### src/rtl/core/nsp_pkg.sv
// Shared constants, beat types and column type of the 3x3 neighbour similarity pattern unit.
package nsp_pkg;

    localparam int SAMPLE_BITS    = 16;
    localparam int THRESHOLD_BITS = 16;
    localparam int CODE_BITS      = 8;
    localparam int CMP_BITS       = (SAMPLE_BITS + 1 > THRESHOLD_BITS) ?
                                    SAMPLE_BITS + 1 : THRESHOLD_BITS;

    localparam int ROWS       = 3;
    localparam int ROW_ABOVE  = 0;
    localparam int ROW_CENTER = 1;
    localparam int ROW_BELOW  = 2;

    localparam int BIT_RIGHT       = 0;
    localparam int BIT_UPPER_RIGHT = 1;
    localparam int BIT_UP          = 2;
    localparam int BIT_UPPER_LEFT  = 3;
    localparam int BIT_LEFT        = 4;
    localparam int BIT_LOWER_LEFT  = 5;
    localparam int BIT_DOWN        = 6;
    localparam int BIT_LOWER_RIGHT = 7;

    localparam int FIFO_DEPTH = 4;
    localparam int PTR_BITS   = $clog2(FIFO_DEPTH);
    localparam int COUNT_BITS = $clog2(FIFO_DEPTH + 1);

    typedef struct packed {
        logic [SAMPLE_BITS-1:0] sample_above;
        logic [SAMPLE_BITS-1:0] sample_center;
        logic [SAMPLE_BITS-1:0] sample_below;
        logic                   undef_above;
        logic                   undef_center;
        logic                   undef_below;
        logic                   first_column;
        logic                   last_column;
    } in_beat_t;

    typedef struct packed {
        logic [CODE_BITS-1:0] pattern_code;
        logic                 center_undefined;
        logic                 last_of_row;
    } out_beat_t;

    typedef struct packed {
        logic [ROWS-1:0]                  undef;
        logic [ROWS-1:0][SAMPLE_BITS-1:0] samples;
    } column_t;

    localparam column_t COLUMN_OUTSIDE = '{undef: '1, samples: '0};

endpackage

### src/rtl/core/nsp_lane.sv
// One comparison lane: tests a single neighbour against the center sample.
module nsp_lane (
    input  logic [nsp_pkg::SAMPLE_BITS-1:0]    neighbour_sample,
    input  logic                               neighbour_undef,
    input  logic [nsp_pkg::SAMPLE_BITS-1:0]    center_sample,
    input  logic [nsp_pkg::THRESHOLD_BITS-1:0] threshold,
    output logic                               hit
);

    logic [nsp_pkg::SAMPLE_BITS:0] diff;
    logic [nsp_pkg::SAMPLE_BITS:0] magnitude;

    always_comb
    begin
        diff = {neighbour_sample[nsp_pkg::SAMPLE_BITS-1], neighbour_sample}
             - {center_sample[nsp_pkg::SAMPLE_BITS-1], center_sample};
        magnitude = diff[nsp_pkg::SAMPLE_BITS] ? -diff : diff;
        hit = !neighbour_undef &&
              (nsp_pkg::CMP_BITS'(magnitude) <= nsp_pkg::CMP_BITS'(threshold));
    end

endmodule

### src/rtl/core/nsp_merge.sv
// Merging stage: combines the eight lane results into one result beat.
module nsp_merge (
    input  logic [nsp_pkg::CODE_BITS-1:0] lane_hits,
    input  logic                          center_undef,
    input  logic                          last,
    output nsp_pkg::out_beat_t            result
);

    always_comb
    begin
        result.pattern_code     = center_undef ? '0 : lane_hits;
        result.center_undefined = center_undef;
        result.last_of_row      = last;
    end

endmodule

### src/rtl/core/nsp_out_fifo.sv
// Output queue that takes up to two result beats per cycle and releases one per cycle while out_ready is high.
module nsp_out_fifo (
    input  logic               clk,
    input  logic               rst_n,
    input  logic               push0,
    input  logic               push1,
    input  nsp_pkg::out_beat_t data0,
    input  nsp_pkg::out_beat_t data1,
    output logic               room_for_two,
    output logic               out_valid,
    input  logic               out_ready,
    output nsp_pkg::out_beat_t out_data
);

    nsp_pkg::out_beat_t                entries_reg [nsp_pkg::FIFO_DEPTH];
    logic [nsp_pkg::PTR_BITS-1:0]      wr_ptr_reg;
    logic [nsp_pkg::PTR_BITS-1:0]      wr_ptr_next;
    logic [nsp_pkg::PTR_BITS-1:0]      rd_ptr_reg;
    logic [nsp_pkg::PTR_BITS-1:0]      rd_ptr_next;
    logic [nsp_pkg::COUNT_BITS-1:0]    count_reg;
    logic [nsp_pkg::COUNT_BITS-1:0]    count_next;
    logic                              pop;
    logic [nsp_pkg::PTR_BITS-1:0]      wr_ptr_plus_one;

    assign pop          = out_valid && out_ready;
    assign out_valid    = (count_reg != '0);
    assign out_data     = entries_reg[rd_ptr_reg];
    assign room_for_two = (count_reg <= nsp_pkg::COUNT_BITS'(nsp_pkg::FIFO_DEPTH - 2));
    assign wr_ptr_plus_one = wr_ptr_reg + nsp_pkg::PTR_BITS'(1);

    always_comb
    begin
        wr_ptr_next = wr_ptr_reg + nsp_pkg::PTR_BITS'(push0) + nsp_pkg::PTR_BITS'(push1);
        rd_ptr_next = rd_ptr_reg + nsp_pkg::PTR_BITS'(pop);
        count_next  = count_reg + nsp_pkg::COUNT_BITS'(push0)
                    + nsp_pkg::COUNT_BITS'(push1) - nsp_pkg::COUNT_BITS'(pop);
    end

    always_ff @(posedge clk)
    begin
        if (push0)
        begin
            entries_reg[wr_ptr_reg] <= data0;
        end
        if (push1)
        begin
            entries_reg[wr_ptr_plus_one] <= data1;
        end
    end

    always_ff @(posedge clk or negedge rst_n)
    begin
        if (!rst_n)
        begin
            wr_ptr_reg <= '0;
            rd_ptr_reg <= '0;
            count_reg  <= '0;
        end
        else
        begin
            wr_ptr_reg <= wr_ptr_next;
            rd_ptr_reg <= rd_ptr_next;
            count_reg  <= count_next;
        end
    end

    assert property (@(posedge clk) disable iff (!rst_n)
        count_reg <= nsp_pkg::COUNT_BITS'(nsp_pkg::FIFO_DEPTH))
        else $error("Output queue count exceeds its depth.");

    assert property (@(posedge clk) disable iff (!rst_n)
        push1 |-> (push0 && room_for_two))
        else $error("Second result beat pushed without a first one or without room.");

endmodule

### src/rtl/core/neighbour_similarity_pattern_3x3_unit.sv
// Top level of the 3x3 neighbour similarity pattern unit: column window, lanes and output queue.
// Throughput: one column beat per cycle while in_ready is high; a column that ends a row
// yields two result beats unless it also begins the row. A pixel's result enters the output
// queue at the edge that accepts its right neighbour column (or the row-ending column itself).
// The two-result write port and four-entry output queue set the rate; input stalls only
// when fewer than two queue entries are free.
// Reset clears the column window to undefined, the threshold to zero and empties the queue.
module neighbour_similarity_pattern_3x3_unit (
    input  logic                               clk,
    input  logic                               rst_n,
    input  logic                               in_valid,
    output logic                               in_ready,
    input  nsp_pkg::in_beat_t                  in_data,
    output logic                               out_valid,
    input  logic                               out_ready,
    output nsp_pkg::out_beat_t                 out_data,
    input  logic                               cfg_valid,
    output logic                               cfg_ready,
    input  logic [nsp_pkg::THRESHOLD_BITS-1:0] cfg_data
);

    logic [nsp_pkg::THRESHOLD_BITS-1:0] threshold_reg;
    nsp_pkg::column_t                   left_col_reg;
    nsp_pkg::column_t                   left_col_next;
    nsp_pkg::column_t                   mid_col_reg;
    nsp_pkg::column_t                   mid_col_next;
    logic                               mid_valid_reg;
    logic                               mid_valid_next;

    logic                               accept;
    logic                               emit_a;
    logic                               emit_b;
    nsp_pkg::column_t                   new_col;
    nsp_pkg::column_t                   left_after;
    nsp_pkg::column_t                   win_left  [2];
    nsp_pkg::column_t                   win_mid   [2];
    nsp_pkg::column_t                   win_right [2];
    logic [nsp_pkg::SAMPLE_BITS-1:0]    nb_sample [2][nsp_pkg::CODE_BITS];
    logic                               nb_undef  [2][nsp_pkg::CODE_BITS];
    logic [nsp_pkg::CODE_BITS-1:0]      lane_hits [2];
    logic                               emit_last [2];
    nsp_pkg::out_beat_t                 results   [2];
    logic                               room_for_two;
    logic                               push0;
    logic                               push1;
    nsp_pkg::out_beat_t                 data0;

    assign cfg_ready = 1'b1;
    assign in_ready  = room_for_two;
    assign accept    = in_valid && in_ready;

    always_comb
    begin
        new_col.samples[nsp_pkg::ROW_ABOVE]  = in_data.sample_above;
        new_col.samples[nsp_pkg::ROW_CENTER] = in_data.sample_center;
        new_col.samples[nsp_pkg::ROW_BELOW]  = in_data.sample_below;
        new_col.undef[nsp_pkg::ROW_ABOVE]    = in_data.undef_above;
        new_col.undef[nsp_pkg::ROW_CENTER]   = in_data.undef_center;
        new_col.undef[nsp_pkg::ROW_BELOW]    = in_data.undef_below;

        emit_a     = !in_data.first_column && mid_valid_reg;
        emit_b     = in_data.last_column;
        left_after = emit_a ? mid_col_reg : nsp_pkg::COLUMN_OUTSIDE;

        win_left[0]  = left_col_reg;
        win_mid[0]   = mid_col_reg;
        win_right[0] = new_col;
        emit_last[0] = 1'b0;
        win_left[1]  = left_after;
        win_mid[1]   = new_col;
        win_right[1] = nsp_pkg::COLUMN_OUTSIDE;
        emit_last[1] = 1'b1;

        if (in_data.last_column)
        begin
            left_col_next  = nsp_pkg::COLUMN_OUTSIDE;
            mid_col_next   = nsp_pkg::COLUMN_OUTSIDE;
            mid_valid_next = 1'b0;
        end
        else
        begin
            left_col_next  = left_after;
            mid_col_next   = new_col;
            mid_valid_next = 1'b1;
        end
    end

    always_comb
    begin
        for (int e = 0; e < 2; e++)
        begin
            nb_sample[e][nsp_pkg::BIT_RIGHT]       = win_right[e].samples[nsp_pkg::ROW_CENTER];
            nb_undef[e][nsp_pkg::BIT_RIGHT]        = win_right[e].undef[nsp_pkg::ROW_CENTER];
            nb_sample[e][nsp_pkg::BIT_UPPER_RIGHT] = win_right[e].samples[nsp_pkg::ROW_ABOVE];
            nb_undef[e][nsp_pkg::BIT_UPPER_RIGHT]  = win_right[e].undef[nsp_pkg::ROW_ABOVE];
            nb_sample[e][nsp_pkg::BIT_UP]          = win_mid[e].samples[nsp_pkg::ROW_ABOVE];
            nb_undef[e][nsp_pkg::BIT_UP]           = win_mid[e].undef[nsp_pkg::ROW_ABOVE];
            nb_sample[e][nsp_pkg::BIT_UPPER_LEFT]  = win_left[e].samples[nsp_pkg::ROW_ABOVE];
            nb_undef[e][nsp_pkg::BIT_UPPER_LEFT]   = win_left[e].undef[nsp_pkg::ROW_ABOVE];
            nb_sample[e][nsp_pkg::BIT_LEFT]        = win_left[e].samples[nsp_pkg::ROW_CENTER];
            nb_undef[e][nsp_pkg::BIT_LEFT]         = win_left[e].undef[nsp_pkg::ROW_CENTER];
            nb_sample[e][nsp_pkg::BIT_LOWER_LEFT]  = win_left[e].samples[nsp_pkg::ROW_BELOW];
            nb_undef[e][nsp_pkg::BIT_LOWER_LEFT]   = win_left[e].undef[nsp_pkg::ROW_BELOW];
            nb_sample[e][nsp_pkg::BIT_DOWN]        = win_mid[e].samples[nsp_pkg::ROW_BELOW];
            nb_undef[e][nsp_pkg::BIT_DOWN]         = win_mid[e].undef[nsp_pkg::ROW_BELOW];
            nb_sample[e][nsp_pkg::BIT_LOWER_RIGHT] = win_right[e].samples[nsp_pkg::ROW_BELOW];
            nb_undef[e][nsp_pkg::BIT_LOWER_RIGHT]  = win_right[e].undef[nsp_pkg::ROW_BELOW];
        end
    end

    for (genvar e = 0; e < 2; e++)
    begin : g_emit
        for (genvar k = 0; k < nsp_pkg::CODE_BITS; k++)
        begin : g_lane
            nsp_lane u_lane (
                .neighbour_sample (nb_sample[e][k]),
                .neighbour_undef  (nb_undef[e][k]),
                .center_sample    (win_mid[e].samples[nsp_pkg::ROW_CENTER]),
                .threshold        (threshold_reg),
                .hit              (lane_hits[e][k])
            );
        end

        nsp_merge u_merge (
            .lane_hits    (lane_hits[e]),
            .center_undef (win_mid[e].undef[nsp_pkg::ROW_CENTER]),
            .last         (emit_last[e]),
            .result       (results[e])
        );
    end

    assign push0 = accept && (emit_a || emit_b);
    assign push1 = accept && emit_a && emit_b;
    assign data0 = emit_a ? results[0] : results[1];

    nsp_out_fifo u_out_fifo (
        .clk          (clk),
        .rst_n        (rst_n),
        .push0        (push0),
        .push1        (push1),
        .data0        (data0),
        .data1        (results[1]),
        .room_for_two (room_for_two),
        .out_valid    (out_valid),
        .out_ready    (out_ready),
        .out_data     (out_data)
    );

    always_ff @(posedge clk or negedge rst_n)
    begin
        if (!rst_n)
        begin
            threshold_reg <= '0;
            left_col_reg  <= nsp_pkg::COLUMN_OUTSIDE;
            mid_col_reg   <= nsp_pkg::COLUMN_OUTSIDE;
            mid_valid_reg <= 1'b0;
        end
        else
        begin
            if (cfg_valid && cfg_ready)
            begin
                threshold_reg <= cfg_data;
            end
            if (accept)
            begin
                left_col_reg  <= left_col_next;
                mid_col_reg   <= mid_col_next;
                mid_valid_reg <= mid_valid_next;
            end
        end
    end

    assert property (@(posedge clk) disable iff (!rst_n)
        (accept && in_data.last_column) |=> (!mid_valid_reg && (mid_col_reg.undef == '1)))
        else $error("Column window not cleared after the beat that ends a row.");

    assert property (@(posedge clk) disable iff (!rst_n)
        (out_valid && out_data.center_undefined) |-> (out_data.pattern_code == '0))
        else $error("Result beat with undefined center carries a nonzero code.");

endmodule
### config.mk
export PLATFORM = sky130hd
export DESIGN_NAME = neighbour_similarity_pattern_3x3_unit
export DESIGN_NICKNAME = d
export VERILOG_FILES = /design/src/rtl/core/nsp_pkg.sv /design/src/rtl/core/nsp_lane.sv /design/src/rtl/core/nsp_merge.sv /design/src/rtl/core/nsp_out_fifo.sv /design/src/rtl/core/neighbour_similarity_pattern_3x3_unit.sv
export SDC_FILE = /design/constraint.sdc
export NUM_CORES = 1
export LEC_CHECK = 0
export ABC_AREA = 1
export BUFFER_PORTS_ARGS = -buffer_cell sky130_fd_sc_hd__buf_2
export CORE_UTILIZATION = 35
export CTS_BUF_LIST = sky130_fd_sc_hd__clkbuf_4
export DETAILED_ROUTE_END_ITERATION = 6
export GPL_TIMING_DRIVEN = 0
export PLACE_DENSITY = 0.57
export SETUP_SLACK_MARGIN = 0.1
export SLEW_MARGIN = 25
export SYNTH_ARGS = -nofsm -noshare
export SYNTH_HDL_FRONTEND = slang
export SYNTH_HIERARCHICAL = 1
export SYNTH_SLANG_ARGS = --single-unit
### constraint.sdc
create_clock -name clk -period 5.1 [get_ports clk]
set_input_delay 0.51 -clock clk [delete_from_list [all_inputs] [get_ports clk]]
set_output_delay 0.51 -clock clk [all_outputs]
set_load 0.01 [all_outputs]
; ---- After elaboration in Yosys (flattened, before gate mapping)
; Memory sizes are Yosys's and may differ from the RTL's.
; Index checks and enable logic that the tools add are counted.
[word_totals]
regBits = 126
mem_bits_rw = 40
out_inout_bits = 13
word_cells = 118
n_memories = 1
[memory_table]
columns = memory, depth, word_bits, read_ports, rd_ports_with_merged_regs, write_ports, line_no
row1 = u_out_fifo.entries_reg, 4, 10, 1, 0, 2, nsp_out_fifo.sv:15  ; nsp_pkg::out_beat_t entries_reg [nsp_pkg::FIFO_DEPTH];
[op_classes]
n_addsub = 33
order_cmp = 14
n_mux = 24
reduce_logical = 33
[ops]
columns = operator, count
row1 = $le 17x16->1, 13
row2 = $mux 17, 13
row3 = $neg 17->17, 13
row4 = $sub 16x16->17, 13
row5 = $mux 51, 3
row6 = $logic_and 1x1->1, 19
row7 = $logic_not 1->1, 12
row8 = $mux 10, 1
row9 = $mux 8, 1
row10 = $mux 7, 1
row11 = $add 2x1->2, 3
row12 = $add 3x1->3, 2
row13 = $mux 1, 5
row14 = $le 3x2->1 const B, 1
row15 = $reduce_bool 3->1, 1
row16 = $sub 3x1->3, 1
row17 = $add 2x1->2 const B, 1
row18 = $logic_or 1x1->1, 1

; ---- Logic depth before layout (Yosys ltp)
[logic_depth]
word_depth = 10
mapped_depth = 42
ltp_nobuf = 40

; ---- Cells and area by module
; Netlist, hierarchy kept.
[by_module_without_submodules]
columns = mod, instances, cells_each, area_per_inst_um2, seq_area_each_um2
row1 = nsp_lane (g_emit[0].g_lane[1].u_lane ...), 11, 396, 2029.4, 0.0
row2 = nsp_lane (g_emit[0].g_lane[0].u_lane ...), 3, 399, 2097.0, 0.0
row3 = neighbour_similarity_pattern_3x3_unit, 1, 599, 4951.0, 2985.4
row4 = nsp_out_fifo, 1, 335, 2827.7, 1376.3
row5 = nsp_lane (g_emit[1].g_lane[7].u_lane), 1, 386, 1994.4, 0.0
row6 = nsp_lane (g_emit[0].g_lane[4].u_lane), 1, 377, 1980.6, 0.0
row7 = nsp_merge, 2, 19, 86.3, 0.0

; ---- Worst setup path before layout
; OpenSTA, ideal clock, no wires.
[synth_path]
kind = in2reg
start = input port in_data[1] in the netlist's numbering
end = memory u_out_fifo/entries_reg[0][5] in the netlist's numbering (data pin)
setup_time_ns = 0.142
arrival_ns = 4.239
required_ns = 4.958
slack_ns = 0.720
path_stages = 40
path_buffers = 2
path_cell_list = inv_1 > nand2_1 > buf_2 > nor2_1 > inv_1 > ha_1 > fa_1 > inv_1 > nand2_1 > nand2_1 > nand3_2 > nand2_2 > nand3_2 > nand3_1 > nand2_4 > inv_4 > buf_6 > o21ai_2 > [4 not listed] > nor2_1 > o21a_1 > nand2_1 > nand2_1 > nand2_1 > nand2_1 > nand2_1 > nand2_1 > nand2_1 > nand2_1 > nand2_1 > nor2_1 > inv_1 > nor2_1 > nand2_1 > nand2_1 > nand2_1 > o21ai_2
[synth_rtl]
columns = item, line_no
row1 = from (decl), neighbour_similarity_pattern_3x3_unit.sv:13  ; input nsp_pkg::in_beat_t in_data,
row2 = to (decl), nsp_out_fifo.sv:15

==> out/metrics.yaml <==
pwr:
  pwr-share-seq_pct: 9.2
  pwr-share-clk_pct: 3.6
  leakage_nw: 27.0
  combPwrFrac_pct: 87.2
  switching_share_pct: 59.9
  power.density_nw_per_um2: 561
  p_int_mw: 9.96
  switchingPower_mw: 14.9
  ir_drop_v: 0.000240
yosys:
  avgSynthCellArea_um2: 5.56
  ys_seq_area_share_pct: 10.8
  syn_inst: 7288
  ys.flop_type: "dfrtp_1"
  yosys_warnings: 6
  netlist_area_um2: 40500
  synth-async-reset-ratio_pct: 75.9
  synth_edf_count: 40
  synth-seq-cells: 166
  synth.distinct_cells: 47
critical_path:
  max_stage_delay_ps: 500
  startpoint: "mid_valid_reg$_DFFE_PN0P_"
  crit_path_start_kind: "flop"
  r2r_slack_ps: 380
  critPathCaptureType: "flop"
  crit_top_cell: "nand2_1"
  critPathSlowestCell: "dfrtp_2"
  crit_path_max_fanout: 9
  worstRegToRegCells: 40
  crit_arrival_ps: 5210
  r2r_start: "mid_valid_reg$_DFFE_PN0P_"
  critPathRequiredTime_ps: 5590
  critical_path_class: "flop to flop"
die:
  core_um2: 115000
  start_util_pct: 35.4
  ios: 87
  die_area_um2: 117000
  row_count: 124
  die_h_um: 342
  chipWidth_um: 342
sta:
  tns_ps: 0
  report.final.slew_viol_count: 0
  min_period_ps: 4720
  fmax_mhz: 212
  min_period_over_period_pct: 92.5
  tightest_slew_ps: 966
  hold_viol: 0
  setup_ws_ps: 380
  setup_viol: 0
  rsz0062_at_grt: "true"
  max-slew-margin-rel_pct: 35.1
  fin_skew_ps: 39.5
flow_run:
  drv_cap: 0
place:
  io_buffers: 85
  gp_congestion: 0.938
  dp_worst_setup_slack_ps: -1160
  hpwl_mm: 113
detailed_routing:
  drtPass1Iterations: 6
  ant_nets: 0
  drt_iter0_drc: 2552
  vias_per_cell: 4.77
  drt_wl_total_mm: 141
  drcViolationCount: 0
  vias: 43000
  wire_per_inst_um: 15.7
hold_path:
  hp-class: "input pin to flop"
  holdPathStages: 3
  hp-start: "in_data[14]"
status:
  outcome: "finished clean"
cells_and_area:
  mostFrequentLayoutCells: "nand2_1, inv_1, ha_1"
  num-nets-final: 8123
  layout_commonest_cell: "nand2_1"
  area_growth_pct: 9.32
  layout-drive-gt1-share_pct: 9.03
cts:
  cts-htree-levels: 4
  numCtsBuffers: 17
  clockBufferDepth: 2
  clkSinkCount: 166
  clkTransAtPathRegs_ps: 160
  cts_tree: "done"
  clockRootBuffer: "clkbuf_4"
  clk_latency_ps: 730
global_routing:
  gr-total-overflow: 0
  grt_max_degree: 79
  grt_pass1_vias: 40000
  antenna_found_initial: 3
  track_usage_pct: 24.1
  grt_pass1_wl_mm: 219
-- timing repair --
action / CTS / global route
hold buffers: 15 / 0
gates resized for setup: 33 / 64
pin swaps: 0 / 16
buffers inserted: 1 / 19
endpoints found under the hold margin: 60 / 0
gates cloned: 0 / 0
endpoints found under the setup margin: 20 / 30
-- synthesized netlist by cell type (17+ instances only) --
| library cell | instances | area share, % |
|---|---|---|
| nor2_1 | 548 | 5.1 |
| inv_1 | 1688 | 16 |
| fa_1 | 19 | 0.94 |
| nand2_2 | 144 | 2.2 |
| buf_6 | 28 | 0.78 |
| edfxtp_1 | 40 | 3.0 |
| dfrtp_1 | 120 | 7.4 |
| nor3_1 | 28 | 0.35 |
| and2_1 | 20 | 0.31 |
| xor2_1 | 99 | 2.1 |
| nand3_1 | 521 | 6.4 |
| nor2_2 | 38 | 0.59 |
| ha_1 | 531 | 16 |
| xnor2_1 | 53 | 1.1 |
| o21ai_2 | 20 | 0.43 |
| nand4_1 | 124 | 1.9 |
| inv_2 | 18 | 0.17 |
| nand2_4 | 17 | 0.47 |
| buf_2 | 22 | 0.27 |
| a21oi_1 | 233 | 2.9 |
| nand2_1 | 2562 | 24 |
| o21ai_0 | 125 | 1.5 |
| nand3_2 | 87 | 2.1 |
| nand3b_1 | 58 | 1.1 |
-- power groups by stage --
stage | Sequential, mW | Combinational [mW] | Clock, mW
floorplan | 1.93 | 16.7 | 0
detailed placement | 2.30 | 21.4 | 0
global placement | 2.42 | 20.8 | 0
finish | 2.28 | 21.7 | 0.896
global route | 2.29 | 24.9 | 0.965
CTS | 2.28 | 21.5 | 0.922
-- per-layer routing --
layer  wire length (um)  GRT usage, %
met3               5220          1.86
met1              61900          29.4
met2              66900          42.5
met5                  0             0
met4               7320          11.4
-- critical path: cells and delay by family (launching register included) --
kind                       cells  cell delay (ps)
AOI/OAI and AO/OA              1               50
xor gates and xnor gates       1              170
adders and majority gates      3              870
buffers and inverters          6              660
DFF                            1              500
and+or+nand+nor               29             2220
-- path summary, 6_finish.rpt --
kind,to
max,u_out_fifo/entries_reg[0][7]$_DFFE_PP_
min,mid_col_reg[41]$_DFFE_PN0P_
max reg2reg,u_out_fifo/entries_reg[0][7]$_DFFE_PP_
min reg2reg,left_col_reg[0]$_DFFE_PN0P_
max in group asynchronous,mid_col_reg[16]$_DFFE_PN0P_
min in group asynchronous,u_out_fifo/count_reg[1]$_DFF_PN0_
-- kinds of logic (layout without fill, tap and decap cells) --
group	count (synthesis)	count (layout)	synth area share (%)
flip-flops	166	166	10.8
adder cells (fa/ha/maj)	550	550	17.3
other	2	60	0.0185
AND/OR/NAND/NOR	4168	4168	44.9
AO/OA/AOI/OAI	454	454	6.20
buffers and inverters	1796	1965	17.5
XOR/XNOR	152	152	3.28
-- metrics by stage --
stage,utilization [%],power (mW),instance area (um2),cells,hold slack (ps)
after global placement,37.6,23.2,43100,8940,464
after CTS,38.4,24.7,44000,9005,11.9
after floorplan,-,18.6,40700,7343,214
after detailed placement,37.9,23.7,43400,8957,435
final,38.7,24.9,44300,9027,56.8
after global routing,38.7,28.1,44300,9027,22.5
-- layout make-up --
type | count | area, um2
antenna | 3 | 7.51
buffer | 74 | 639
clock buffer | 18 | 135
clock inverter | 14 | 161
fill | 12700 | 70300
inverter | 1722 | 6510
multi-input combinational | 5381 | 29500
sequential | 166 | 4410
tap | 1512 | 1890
timing repair buffer | 137 | 1090
(Power assumes the default switching activity.)
